**src/ncs_pkg.sv**
```systemverilog
// ncs_pkg: shared types, constants and helpers for the cubic spline interpolator
// no dependencies; imported by ncs_div and natural_cubic_spline_interp

package ncs_pkg;

   // grid size and derived counts
   localparam int NODES = 5;
   localparam int IW    = $clog2(NODES);
   localparam int LAST  = NODES - 1;
   localparam int NSYS  = NODES - 2;

   // operation codes
   localparam logic OP_WRITE = 1'b0;
   localparam logic OP_EVAL  = 1'b1;

   // divider widths
   localparam int DNW = 64;
   localparam int DDW = 33;

   typedef struct packed {
      logic              op;
      logic [3:0]        node_index;
      logic signed [23:0] node_value;
      logic [19:0]       point;
   } req_type;

   typedef struct packed {
      logic signed [31:0] value;
      logic               clamped;
   } rsp_type;

   // divider control towards the shared unit
   typedef struct packed {
      logic signed [DNW-1:0] num;
      logic [DDW-1:0]        den;
      logic                  floor_mode;
   } div_req_type;

   // divider status back to the sequencer
   typedef struct packed {
      logic                  busy;
      logic                  done;
      logic signed [DNW-1:0] quot;
   } div_rsp_type;

   // saturate a 64-bit signed value to 32 bits
   function automatic logic signed [31:0] sat32(input logic signed [63:0] v);
      logic signed [31:0] r;
      if (v > 64'sd2147483647) begin
         r = 32'sh7fffffff;
      end else if (v < -64'sd2147483648) begin
         r = 32'sh80000000;
      end else begin
         r = v[31:0];
      end
      return r;
   endfunction

endpackage

```
**src/ncs_div.sv**
```systemverilog
// ncs_div: shared restoring divider, one quotient bit per cycle
// signed dividend over positive divisor, truncating or flooring; uses ncs_pkg

module ncs_div
   import ncs_pkg::*;
(
   input  logic        clock,
   input  logic        reset,
   input  logic        start,
   input  div_req_type div_req,
   output div_rsp_type div_rsp
);

   logic           run_ff, run_in;
   logic           fin_ff, fin_in;
   logic           done_ff, done_in;
   logic [5:0]     cnt_ff, cnt_in;
   logic [DNW-1:0] dvd_ff, dvd_in;
   logic [DDW-1:0] rem_ff, rem_in;
   logic [DDW-1:0] den_ff, den_in;
   logic           neg_ff, neg_in;
   logic           floor_ff, floor_in;
   logic signed [DNW-1:0] quot_ff, quot_in;

   logic [DDW:0]   rem_sh;
   logic [DDW:0]   diff;

   // one restoring step
   assign rem_sh = {rem_ff, dvd_ff[DNW-1]};
   assign diff   = rem_sh - {1'b0, den_ff};

   always_comb begin
      run_in   = run_ff;
      fin_in   = 1'b0;
      done_in  = 1'b0;
      cnt_in   = cnt_ff;
      dvd_in   = dvd_ff;
      rem_in   = rem_ff;
      den_in   = den_ff;
      neg_in   = neg_ff;
      floor_in = floor_ff;
      quot_in  = quot_ff;
      if (start && !run_ff && !fin_ff) begin
         // load magnitude of the dividend
         neg_in   = div_req.num[DNW-1];
         dvd_in   = div_req.num[DNW-1] ? DNW'(-div_req.num) : DNW'(div_req.num);
         rem_in   = '0;
         den_in   = div_req.den;
         floor_in = div_req.floor_mode;
         cnt_in   = '0;
         run_in   = 1'b1;
      end else if (run_ff) begin
         if (!diff[DDW]) begin
            rem_in = diff[DDW-1:0];
            dvd_in = {dvd_ff[DNW-2:0], 1'b1};
         end else begin
            rem_in = rem_sh[DDW-1:0];
            dvd_in = {dvd_ff[DNW-2:0], 1'b0};
         end
         cnt_in = cnt_ff + 6'd1;
         if (cnt_ff == 6'd63) begin
            run_in = 1'b0;
            fin_in = 1'b1;
         end
      end else if (fin_ff) begin
         // restore the sign, rounding down for floor mode
         if (neg_ff) begin
            if (floor_ff && (rem_ff != '0)) begin
               quot_in = -$signed(dvd_ff + DNW'(1));
            end else begin
               quot_in = -$signed(dvd_ff);
            end
         end else begin
            quot_in = $signed(dvd_ff);
         end
         done_in = 1'b1;
      end
   end

   always_ff @(posedge clock) begin
      if (reset) begin
         run_ff  <= 1'b0;
         fin_ff  <= 1'b0;
         done_ff <= 1'b0;
      end else begin
         run_ff  <= run_in;
         fin_ff  <= fin_in;
         done_ff <= done_in;
      end
      cnt_ff   <= cnt_in;
      dvd_ff   <= dvd_in;
      rem_ff   <= rem_in;
      den_ff   <= den_in;
      neg_ff   <= neg_in;
      floor_ff <= floor_in;
      quot_ff  <= quot_in;
   end

   assign div_rsp.busy = run_ff | fin_ff;
   assign div_rsp.done = done_ff;
   assign div_rsp.quot = quot_ff;

endmodule

```
**config.mk**
```make
export PLATFORM = sky130hd
export DESIGN_NAME = ncs_div
export DESIGN_NICKNAME = d
export VERILOG_FILES = /design/src/ncs_pkg.sv /design/src/ncs_div.sv
export SDC_FILE = /design/constraint.sdc
export NUM_CORES = 1
export LEC_CHECK = 0
export BUFFER_PORTS_ARGS = -buffer_cell sky130_fd_sc_hd__buf_2
export CORE_UTILIZATION = 55
export DETAILED_ROUTE_END_ITERATION = 10
export PLACE_DENSITY = 0.79
export SKIP_CTS_REPAIR_TIMING = 1
export SYNTH_ARGS = -nofsm -noshare
export SYNTH_HDL_FRONTEND = slang
export SYNTH_SLANG_ARGS = --single-unit
```
**constraint.sdc**
```tcl
create_clock -name clock -period 4.5 [get_ports clock]
set_clock_uncertainty 0.15 [all_clocks]
set_input_delay 0.45 -clock clock [delete_from_list [all_inputs] [get_ports clock]]
set_output_delay 0.45 -clock clock [all_outputs]
set_load 0.01 [all_outputs]
```
After elaboration in Yosys (flattened, before gate mapping)
Cells that the tools add are included.
- logic and storage cells: 42
- input port bits: 101
- output and inout bits: 66
- register bits after elaboration: 205
- multiplexer cells: 12
- $add $sub $neg: 6
- equal/unequal tests: 1
- reduce and logical (&&, ||, !) cells: 10
- bitwise logic cells: 3
- operators by type and width (kind ; number):
    2-to-1 mux 64 bit ; 5
    negator 64 bit ; 3
    adder 64 x 1 -> 64 bit, second input constant ; 1
    subtractor 34 x 33 -> 34 bit ; 1
    2-to-1 mux 33 bit ; 1
    nonzero test 33 bit ; 1
    adder 6 x 1 -> 6 bit, second input constant ; 1
    equality test 6 bit, second input constant ; 1
    2-to-1 mux 1 bit ; 6
    OR reduction 3 bit ; 2
    logical AND 1 bit ; 3
    AND reduction 3 bit ; 1
    logical NOT 1 bit ; 2
    inverter 1 bit ; 2
    nonzero test 2 bit ; 1
    OR 1 bit ; 1

Longest topological paths before layout
Gate-level depths: netlist of the first run.
- depth after elaboration: 5
- depth in mapped cells: 13
- gate-level depth less buffers: 12

Worst setup path before layout of the first run
No wires, ideal clock.
- path kind: register to register
- from: register run_ff
- to: register quot_ff[0], enable pin
- path buffers: 1
- data arrival time: 3376 ps
- period minus slack after synthesis: 4022 ps
- setup slack: 478 ps
- setup time: 495 ps
- cell stages (with the launch flop): 3
- data required time: 3855 ps
- path through: dfxtp_1 -> clkbuf_1 -> nor2b_1
- longest elaborated chain between the ends: 5
- elaborated cells between the ends (all ways): 6
- classes of those cells: 2 x bitwise; 4 x reduce/logical
- RTL lines (item ; RTL line ; source):
    from (decl) ; ncs_div.sv:14 ; logic run_ff, run_in;
    from (signal assigned) ; ncs_div.sv:86 ; run_ff <= run_in;
    logical NOT 1 bit ; ncs_div.sv:43 ; if (start && !run_ff && !fin_ff) begin
    logical AND 1 bit (2 in series) ; ncs_div.sv:43 ;
    inverter 1 bit (no source line) ; -- ;
    AND reduction 3 bit (no source line) * ; -- ;
    to (signal assigned) ; ncs_div.sv:96 ; quot_ff <= quot_in;
    to (decl) ; ncs_div.sv:23 ; logic signed [DNW-1:0] quot_ff, quot_in;
Every way passes the cells marked *; elsewhere a longest branch is shown, timed or not.
A chain may end at the register's enable or synchronous reset.

Worst setup path in the final report of the first run
- from: register dvd_ff[25]
- to: register quot_ff[49], data pin
- longest elaborated chain between the ends: 4
- elaborated cells between the ends (all ways): 5
- classes of those cells: 3 x add/sub; 2 x mux
- RTL lines (item ; RTL line ; source):
    from (decl) ; ncs_div.sv:18 ; logic [DNW-1:0] dvd_ff, dvd_in;
    from (signal assigned) ; ncs_div.sv:91 ; dvd_ff <= dvd_in;
    adder 64 x 1 -> 64 bit ; ncs_div.sv:69 ; quot_in = -$signed(dvd_ff + DNW'(1));
    negator 64 bit ; ncs_div.sv:69 ;
    2-to-1 mux 64 bit * ; ncs_div.sv:68 ; if (floor_ff && (rem_ff != '0)) begin
    2-to-1 mux 64 bit * ; ncs_div.sv:67 ; if (neg_ff) begin
Marks and branches as above.

==> run summary, run 1 <==
final setup fails: 0
Syn Std Cell Area: 11800 µm²
I/O Pins: 167
Syn. warnings: 0
Final Max Tran Viols: 0
Synth area leader: edfxtp_1
nets: 1510
Post-synth ARST share: 0%
final critical-path share of the clock period: 84.4%
sw power: 2.39 mW
vias per inst: 5.89
Final Hold Viols: 0
Slowest-stage cell, CP: or4_4
Final GP Congestion: 0.952
drt drc: 0
Core Area: 21000 µm²
max-cap violation count: 0
status: completed
kind of cell adding the most delay to the critical path: simple AND/OR/NAND/NOR gates
Max Fclk: 263 MHz
post-detail-place hpwl: 20500 µm
register area share after synthesis: 48.6%
clk sink count: 205
Syn Nets: 1323
first-pass GRT wire length: 44200 µm
fill count: 1626
Clk Latency, worst-skew pair: 0.50 ns
Mean Syn Cell Area: 9.96 µm²
PnR worst setup slack: 0.704 ns
Vias: 9796
Die H: 148 µm
Int Power: 4.35 mW
Synth Flop Type: edfxtp_1
Synth top area share: 41.5%
Die ar.: 22100 µm²
Die W: 148 µm
switch share: 35.4%
Root Buffer: clkbuf_16
number of global-route vias before repair: 9020
DR pass1 iterations: 5
WP data required: 4.60 ns
crit-path cells: or4_4 > or4_1 > or4_1 > nor3_2 > nand2_1 > or2_1 > or3_1 > o41ai_1 > xnor2_1
total grt overflow: 0
largest net degree at the start of global routing: 127
dpl ws: 0.477 ns
DR WL/cell: 16.9 µm
Seq pwr share: 40.3%
Worst-path clk slew: 0.06 ns
static leakage: 5.32 nW
Crit Path Max Fanout: 11
Cells after Synth: 1185
PD cells: 483 nW/µm²
Starting DRT DRC Count: 663
Site Rows: 53
Initial Utilization: 56.2%
Worst R2R Start: dvd_ff[25]
worst min-delay path class: input pin to flip-flop
WP buf/inv: 0
ranking of synthesized cells by area: edfxtp_1 41%, dfxtp_1 7.1%, xnor2_1 6.4%
Layout area overhead: 18.2%
number of port buffers: 166
Rel. slew slack: 27.9%
Crit path largest cell delay: 0.59 ns
CTS tree: built
all-layer global routing usage: 25.2%
CTS max path bufs: 3
synth cell count leaders: 184 x nand2_1, 163 x edfxtp_1, 128 x o21ai_0
Netlist cell types: 62
final wirelength: 28100 µm
count leader, synth: nand2_1
#FFs+latches synth: 205
Critical Path End Type: flip-flop
worst-margin pin slew: 1.08 ns
initial antenna violation count: 1
VDD IR max: 0.000375 V
Worst Setup SP: dvd_ff[25]
H-tree depth: 1
data arrival time of the worst path: 3.89 ns
Setup TNS: 0 ns
min-delay src: reset
unrepaired setup endpoints after global routing: false
Startpoint Class: flip-flop
Post-synth EDFFs: 163
power share of the combinational group: 34.2%
Final Critical Period: 3.80 ns
clock share of power: 25.5%
Top cell by count, worst path: or4_1
Worst Setup Path Type: flip-flop to flip-flop
DRT antenna net count: 0
share of cells above drive strength 1: 17.3%
total CTS buffers: 22
-- registers in the layout, indices dropped and copies added (netlist names) --
signal,cells
quot_ff,64
cnt_ff,6
neg_ff,1
floor_ff,1
done_ff,1
den_ff,33
dvd_ff,64
fin_ff,1
rem_ff,33
run_ff,1
-- final timing paths --
check | slack, ns | cells past startpoint | to
worst max-delay path | 0.70 | 9 | quot_ff[49]
worst min-delay path | 0.03 | 2 | run_ff
worst max register to register | 0.70 | 9 | quot_ff[49]
worst min register to register | 0.36 | 2 | cnt_ff[5]
-- layout make-up --
class,count,area [µm²],area share (%)
diodes,1,2.50,0.0179
clock buffers,27,591,4.23
clock inverters,13,87.6,0.628
inverters,47,176,1.26
multi-input cells,879,5700,40.9
flip-flops and latches,205,5740,41.1
well taps,275,344,2.47
repair buffers,217,1310,9.40
-- per-stage QoR --
| step | std cells | total power [mW] | utilization, % | hold WS, ns | area [µm²] |
|---|---|---|---|---|---|
| 3_3_place_gp | 1589 | 4.92 | 61.5 | 0.319 | 12900 |
| 2_1_floorplan | 1185 | 4.35 | - | 0.308 | 11800 |
| 4_1_cts | 1629 | 6.71 | 64.7 | -0.0424 | 13600 |
| 3_5_place_dp | 1589 | 4.99 | 61.5 | 0.349 | 12900 |
| 5_1_grt | 1663 | 7.13 | 66.3 | 0.0145 | 13900 |
| 6_report | 1664 | 6.74 | 66.4 | 0.0276 | 13900 |
-- logic make-up (layout without fill, tap and decap cells) --
kind of cell,count (synthesis),count (layout),share of synthesized area (%)
buffers and inverters,101,304,3.25
flip-flops,205,205,48.6
AND/OR/NAND/NOR,379,379,16.0
adder cells (fa/ha/maj),37,37,3.99
XOR/XNOR,157,157,11.6
other,0,1,0
AO/OA/AOI/OAI,304,304,16.4
multiplexers,2,2,0.170
-- power by group through the flow --
stage / Clock (mW) / Sequential (mW) / Combinational (mW)
floorplan: 0 / 2.63 / 1.72
global placement: 0 / 2.72 / 2.20
detailed placement: 0 / 2.74 / 2.25
CTS: 1.74 / 2.70 / 2.27
global route: 1.82 / 2.75 / 2.56
finish: 1.72 / 2.71 / 2.31
-- cell usage in the layout, fill, tap and decap left out, types with 30 or more instances in the layout --
cell type      count
inv_1             45
a21oi_1           34
nand2_1          183
buf_2            166
edfxtp_1         163
o21ai_0          128
dfxtp_1           41
ha_1              36
xor2_1            71
dlygate4sd3_1     34
nand4_1           37
nor2_1            30
o31ai_1           37
xnor2_1           86
-- per-layer routing --
metal	up-vias	track usage, %	part of all wire, %
met5	-	0	0
met4	0	11.2	4.2
met3	83	3.53	7.6
met2	378	43.6	49
met1	4578	31.3	39
li1	4757	-	-
-- worst register-to-register path: stages (launching register included) --
cell and delay, ns:
edfxtp_1 0.44, or4_4 0.59, or4_1 0.40, or4_1 0.44, nor3_2 0.19, nand2_1 0.09
or2_1 0.26, or3_1 0.52, o41ai_1 0.37, xnor2_1 0.11
Power figures use the tool's default switching activity.
==> run 2, diff against run 1 <==
- clock period: 4.5 -> 3.8 ns (I/O delays scaled with it)
==> run summary, run 2 (same netlist as run 1, synthesis figures left out) <==
Root Buffer: clkbuf_16
Final GP Congestion: 0.966
H-tree depth: 1
Worst-path clk slew: 0.06 ns
switch share: 34.3%
PD cells: 590 nW/µm²
unrepaired setup endpoints after global routing: true
number of port buffers: 166
worst-margin pin slew: 0.916 ns
Int Power: 5.56 mW
kind of cell adding the most delay to the critical path: simple AND/OR/NAND/NOR gates
CTS tree: built
Final Max Tran Viols: 0
top flop regs: dvd_ff x64, quot_ff x64
initial antenna violation count: 0
Initial Utilization: 56.2%
Final Hold Viols: 0
largest net degree at the start of global routing: 70
total CTS buffers: 23
total grt overflow: 0
Starting DRT DRC Count: 628
vias per inst: 5.88
clk sink count: 205
sw power: 2.91 mW
Critical Path End Type: flip-flop
Clk Latency, worst-skew pair: 0.53 ns
Final Critical Period: 3.74 ns
DR pass1 iterations: 5
Rel. slew slack: 38.9%
final critical-path share of the clock period: 98.4%
Slowest-stage cell, CP: or4_4
nets: 1537
DRT antenna net count: 0
VDD IR max: 0.000525 V
first-pass GRT wire length: 44300 µm
Die H: 148 µm
data arrival time of the worst path: 3.87 ns
most common cell after layout, fill and taps aside: nand2_1
final setup fails: 0
Site Rows: 53
Seq pwr share: 37.7%
Layout area overhead: 21.6%
max-cap violation count: 0
most frequent cells in the layout: 183 x nand2_1, 166 x buf_2, 163 x edfxtp_1
Crit Path Max Fanout: 5
Die W: 148 µm
number of global-route vias before repair: 9076
all-layer global routing usage: 25.1%
WP data required: 3.93 ns
finished layout cell area: 14400 µm²
fill count: 1586
Die ar.: 22100 µm²
Setup TNS: 0 ns
Worst Setup Path Type: flip-flop to flip-flop
static leakage: 5.54 nW
share of cells above drive strength 1: 19.7%
drt drc: 0
power share of the combinational group: 33.7%
Core Area: 21000 µm²
status: completed
crit-path cells: or4_4 > or4_4 > or3_4 > or3_4 > or3_4 > or3_1 > o31ai_2 > xnor2_1
clock share of power: 28.5%
Crit path largest cell delay: 0.58 ns
I/O Pins: 167
final wirelength: 28500 µm
WP buf/inv: 0
Vias: 9962
CTS max path bufs: 3
worst min-delay path class: input pin to flip-flop
post-detail-place hpwl: 20400 µm
Max Fclk: 268 MHz
DR WL/cell: 16.8 µm
Placed Area: 13100 µm²
Top cell by count, worst path: or3_4
Startpoint Class: flip-flop
-- run 2: cell types whose count changed in the layout (fill, tap and decap cells not counted), sizes merged --
cell	change
dlygate4sd3	+1
bufinv	+4
clkinv	-6
buf	+25
clkinvlp	-1
diode	+3
inv	+2
clkbuf	+1
-- run 2: layout make-up --
type | count | area [µm²] | area share [%]
clock buffers | 28 | 616 | 4.29
inverters | 47 | 176 | 1.23
diodes | 4 | 10.0 | 0.0697
clock inverters | 12 | 205 | 1.43
well taps | 275 | 344 | 2.40
flip-flops and latches | 205 | 5740 | 40.0
repair buffers | 243 | 1530 | 10.7
multi-input cells | 879 | 5730 | 39.9
-- run 2: layer usage --
metal	vias up	part of all wire, %	global-route usage [%]
met3	65	8.1	3.68
li1	4809	-	-
met5	-	0	0
met2	420	48	42.4
met4	0	3.6	10.4
met1	4668	40	32.2
-- run 2: final timing paths --
path | endpoint | slack (ns) | cells after the start | startpoint
setup / recovery | quot_ff[63] | 0.06 | 8 | dvd_ff[46]
hold / removal | dvd_ff[62] | 0.07 | 3 | div_req[96]
setup reg to reg | quot_ff[63] | 0.06 | 8 | dvd_ff[46]
hold reg to reg | cnt_ff[5] | 0.34 | 2 | cnt_ff[5]
-- run 2: through the flow --
| step | hold WS [ns] | instances | power [mW] | utilization [%] | setup slack, ns |
|---|---|---|---|---|---|
| 4_1_cts | -0.135 | 1653 | 8.42 | 66.4 | 0.0869 |
| 3_3_place_gp | 0.319 | 1613 | 5.91 | 62.5 | 0.0570 |
| 6_report | 0.0732 | 1693 | 8.47 | 68.3 | 0.0620 |
| 2_1_floorplan | 0.302 | 1185 | 5.16 | - | 0.283 |
| 3_5_place_dp | 0.330 | 1613 | 6.00 | 62.5 | -0.0196 |
| 5_1_grt | 0.103 | 1689 | 8.93 | 68.2 | -0.0229 |
-- run 2: tightest hold or removal path, cell delays in order --
cell	delay, ns
buf_2	0.10
xor2_1	0.06
o21ai_1	0.10
-- run 2: power groups by stage --
stage | sequential (mW) | combinational, mW | clock [mW]
after global routing | 3.24 | 3.14 | 2.55
after floorplan | 3.12 | 2.04 | 0
final | 3.20 | 2.86 | 2.42
after global placement | 3.21 | 2.70 | 0
after detailed placement | 3.22 | 2.78 | 0
after CTS | 3.18 | 2.80 | 2.44
==> run 3, diff against run 2 <==
- ABC_AREA: default -> 1
- CELL_PAD_IN_SITES_DETAIL_PLACEMENT: default -> 0
- CELL_PAD_IN_SITES_GLOBAL_PLACEMENT: default -> 1
- CORE_UTILIZATION: 55 -> 43
- PLACE_DENSITY: 0.79 -> 0.83
==> run summary, run 3 <==
Initial Utilization: 43.6%
DR pass1 iterations: 6
max-cap violation count: 0
post-detail-place hpwl: 44600 µm
Clk Latency, worst-skew pair: 0.54 ns
Synth top area share: 30.8%
Die H: 194 µm
drt drc: 0
Core Area: 36400 µm²
Starting DRT DRC Count: 1543
synth cell count leaders: 770 x nand2_1, 334 x inv_1, 256 x nor2_1
register area share after synthesis: 36.1%
power share of the combinational group: 40.1%
#FFs+latches synth: 205
final critical-path share of the clock period: 83.4%
most frequent cells in the layout: 769 x nand2_1, 332 x inv_1, 255 x nor2_1
number of port buffers: 166
DRT antenna net count: 0
static leakage: 8.57 nW
number of global-route vias before repair: 14500
DR WL/cell: 18.8 µm
first-pass GRT wire length: 84800 µm
Slowest-stage cell, CP: edfxtp_1
Max Fclk: 316 MHz
Rel. slew slack: 33.9%
Crit Path Max Fanout: 4
Synth Flop Type: edfxtp_1
top flop regs: dvd_ff x64, quot_ff x64
Int Power: 5.14 mW
kind of cell adding the most delay to the critical path: simple AND/OR/NAND/NOR gates
Startpoint Class: flip-flop
clock share of power: 25.5%
Setup TNS: 0 ns
# diodes: 0
nets: 2657
clk sink count: 205
total CTS buffers: 25
sw power: 3.68 mW
VDD IR max: 0.000356 V
Root Buffer: clkbuf_16
Post-synth EDFFs: 163
Die ar.: 37700 µm²
Site Rows: 70
CTS tree: built
worst min-delay path class: input pin to flip-flop
Final Critical Period: 3.17 ns
Syn Std Cell Area: 15900 µm²
initial antenna violation count: 1
WP buf/inv: 3
data arrival time of the worst path: 3.45 ns
Worst Setup Path Type: flip-flop to flip-flop
Synth area leader: edfxtp_1
Die W: 194 µm
ranking of synthesized cells by area: edfxtp_1 31%, nand2_1 18%, inv_1 7.9%
Syn Nets: 2473
Power, Total: 8.82 mW
Crit path largest cell delay: 0.51 ns
most common cell after layout, fill and taps aside: nand2_1
total grt overflow: 0
Cells after Synth: 2335
all-layer global routing usage: 29.4%
worst-margin pin slew: 0.989 ns
Final Max Tran Viols: 0
I/O Pins: 167
Netlist cell types: 49
status: completed
Critical Path End Type: flip-flop
Seq pwr share: 34.4%
Vias: 15800
Final Hold Viols: 0
PD cells: 484 nW/µm²
Final GP Congestion: 1.02
vias per inst: 5.25
largest net degree at the start of global routing: 82
switch share: 41.7%
Worst-path clk slew: 0.06 ns
final wirelength: 56500 µm
final setup fails: 0
WP data required: 4.08 ns
H-tree depth: 1
unrepaired setup endpoints after global routing: false
crit-path cells: inv_1 > ha_1 > fa_1 > inv_1 > nand3_1 > nand2_1 > nand2_1 > nand2_1 > nand2_1 > nand2_1 > nand2_1 > nand3_1 > nand2_1 > inv_1 > nand2_2 > nand3_2 > nand2_1
count leader, synth: nand2_1
Post-synth ARST share: 0%
Top cell by count, worst path: nand2_1
Mean Syn Cell Area: 6.80 µm²
Syn. warnings: 0
CTS max path bufs: 3
share of cells above drive strength 1: 12.4%
Layout area overhead: 14.8%
-- run 3: stage by stage --
stage	cells	worst slack (ns)	utilization, %	cell area, µm²	hold slack (ns)
after floorplan	2335	0.807	-	15900	0.297
after global placement	2925	0.736	47.0	17100	0.312
after detailed placement	2925	0.712	47.0	17100	0.314
after CTS	2971	0.707	49.1	17900	-0.162
after global routing	3006	0.410	50.0	18200	0.104
final	3006	0.632	50.0	18200	0.114
-- run 3: power by group through the flow --
stage	Sequential (mW)	Combinational, mW	Clock [mW]
final	3.04	3.53	2.25
after global placement	3.06	3.42	0
after global routing	3.06	3.95	2.38
after detailed placement	3.06	3.43	0
after floorplan	2.95	2.66	0
after CTS	3.02	3.45	2.30
-- run 3: cells by family (layout without fill, tap and decap cells) --
| family | after synthesis | count (layout) | synth area share (%) |
|---|---|---|---|
| buffers and inverters | 405 | 608 | 10.3 |
| adders and majority gates | 37 | 37 | 2.96 |
| DFF | 205 | 205 | 36.1 |
| AOI/OAI and AO/OA | 181 | 181 | 6.18 |
| xor gates and xnor gates | 110 | 110 | 6.07 |
| and+or+nand+nor | 1397 | 1397 | 38.4 |
-- run 3: area by class of cell --
class                      instances  area, µm²
clock buffer                      35        663
clock inverter                    11       95.1
fill                            3794      18200
inverter                         342       1280
multi-input combinational       1725       8520
sequential                       205       5740
tap                              468        586
timing repair buffer             220       1350
-- run 3: worst register-to-register path, delay by kind of cell (launching register included) --
family	cells	cell delay [ns]
adder cells (fa/ha/maj)	2	0.70
buffers and inverters	3	0.42
flip-flops	1	0.51
AND/OR/NAND/NOR	12	1.29
-- run 3: final timing paths --
path	endpoint	start	slack, ns	depth (start not counted)
worst max-delay path	rem_ff[28]	dvd_ff[63]	0.63	17
worst min-delay path	dvd_ff[42]	div_req[76]	0.11	3
worst max register to register	rem_ff[28]	dvd_ff[63]	0.63	17
worst min register to register	rem_ff[14]	rem_ff[14]	0.33	2
-- run 3: layer usage --
layer | GRT usage [%] | vias to the layer above | part of all wire [%]
met5 | 0.639 | - | 0.016
met4 | 5.91 | 2 | 2.0
met3 | 5.10 | 80 | 8.3
met2 | 40.6 | 637 | 39
met1 | 46.8 | 7249 | 51
li1 | - | 7819 | -
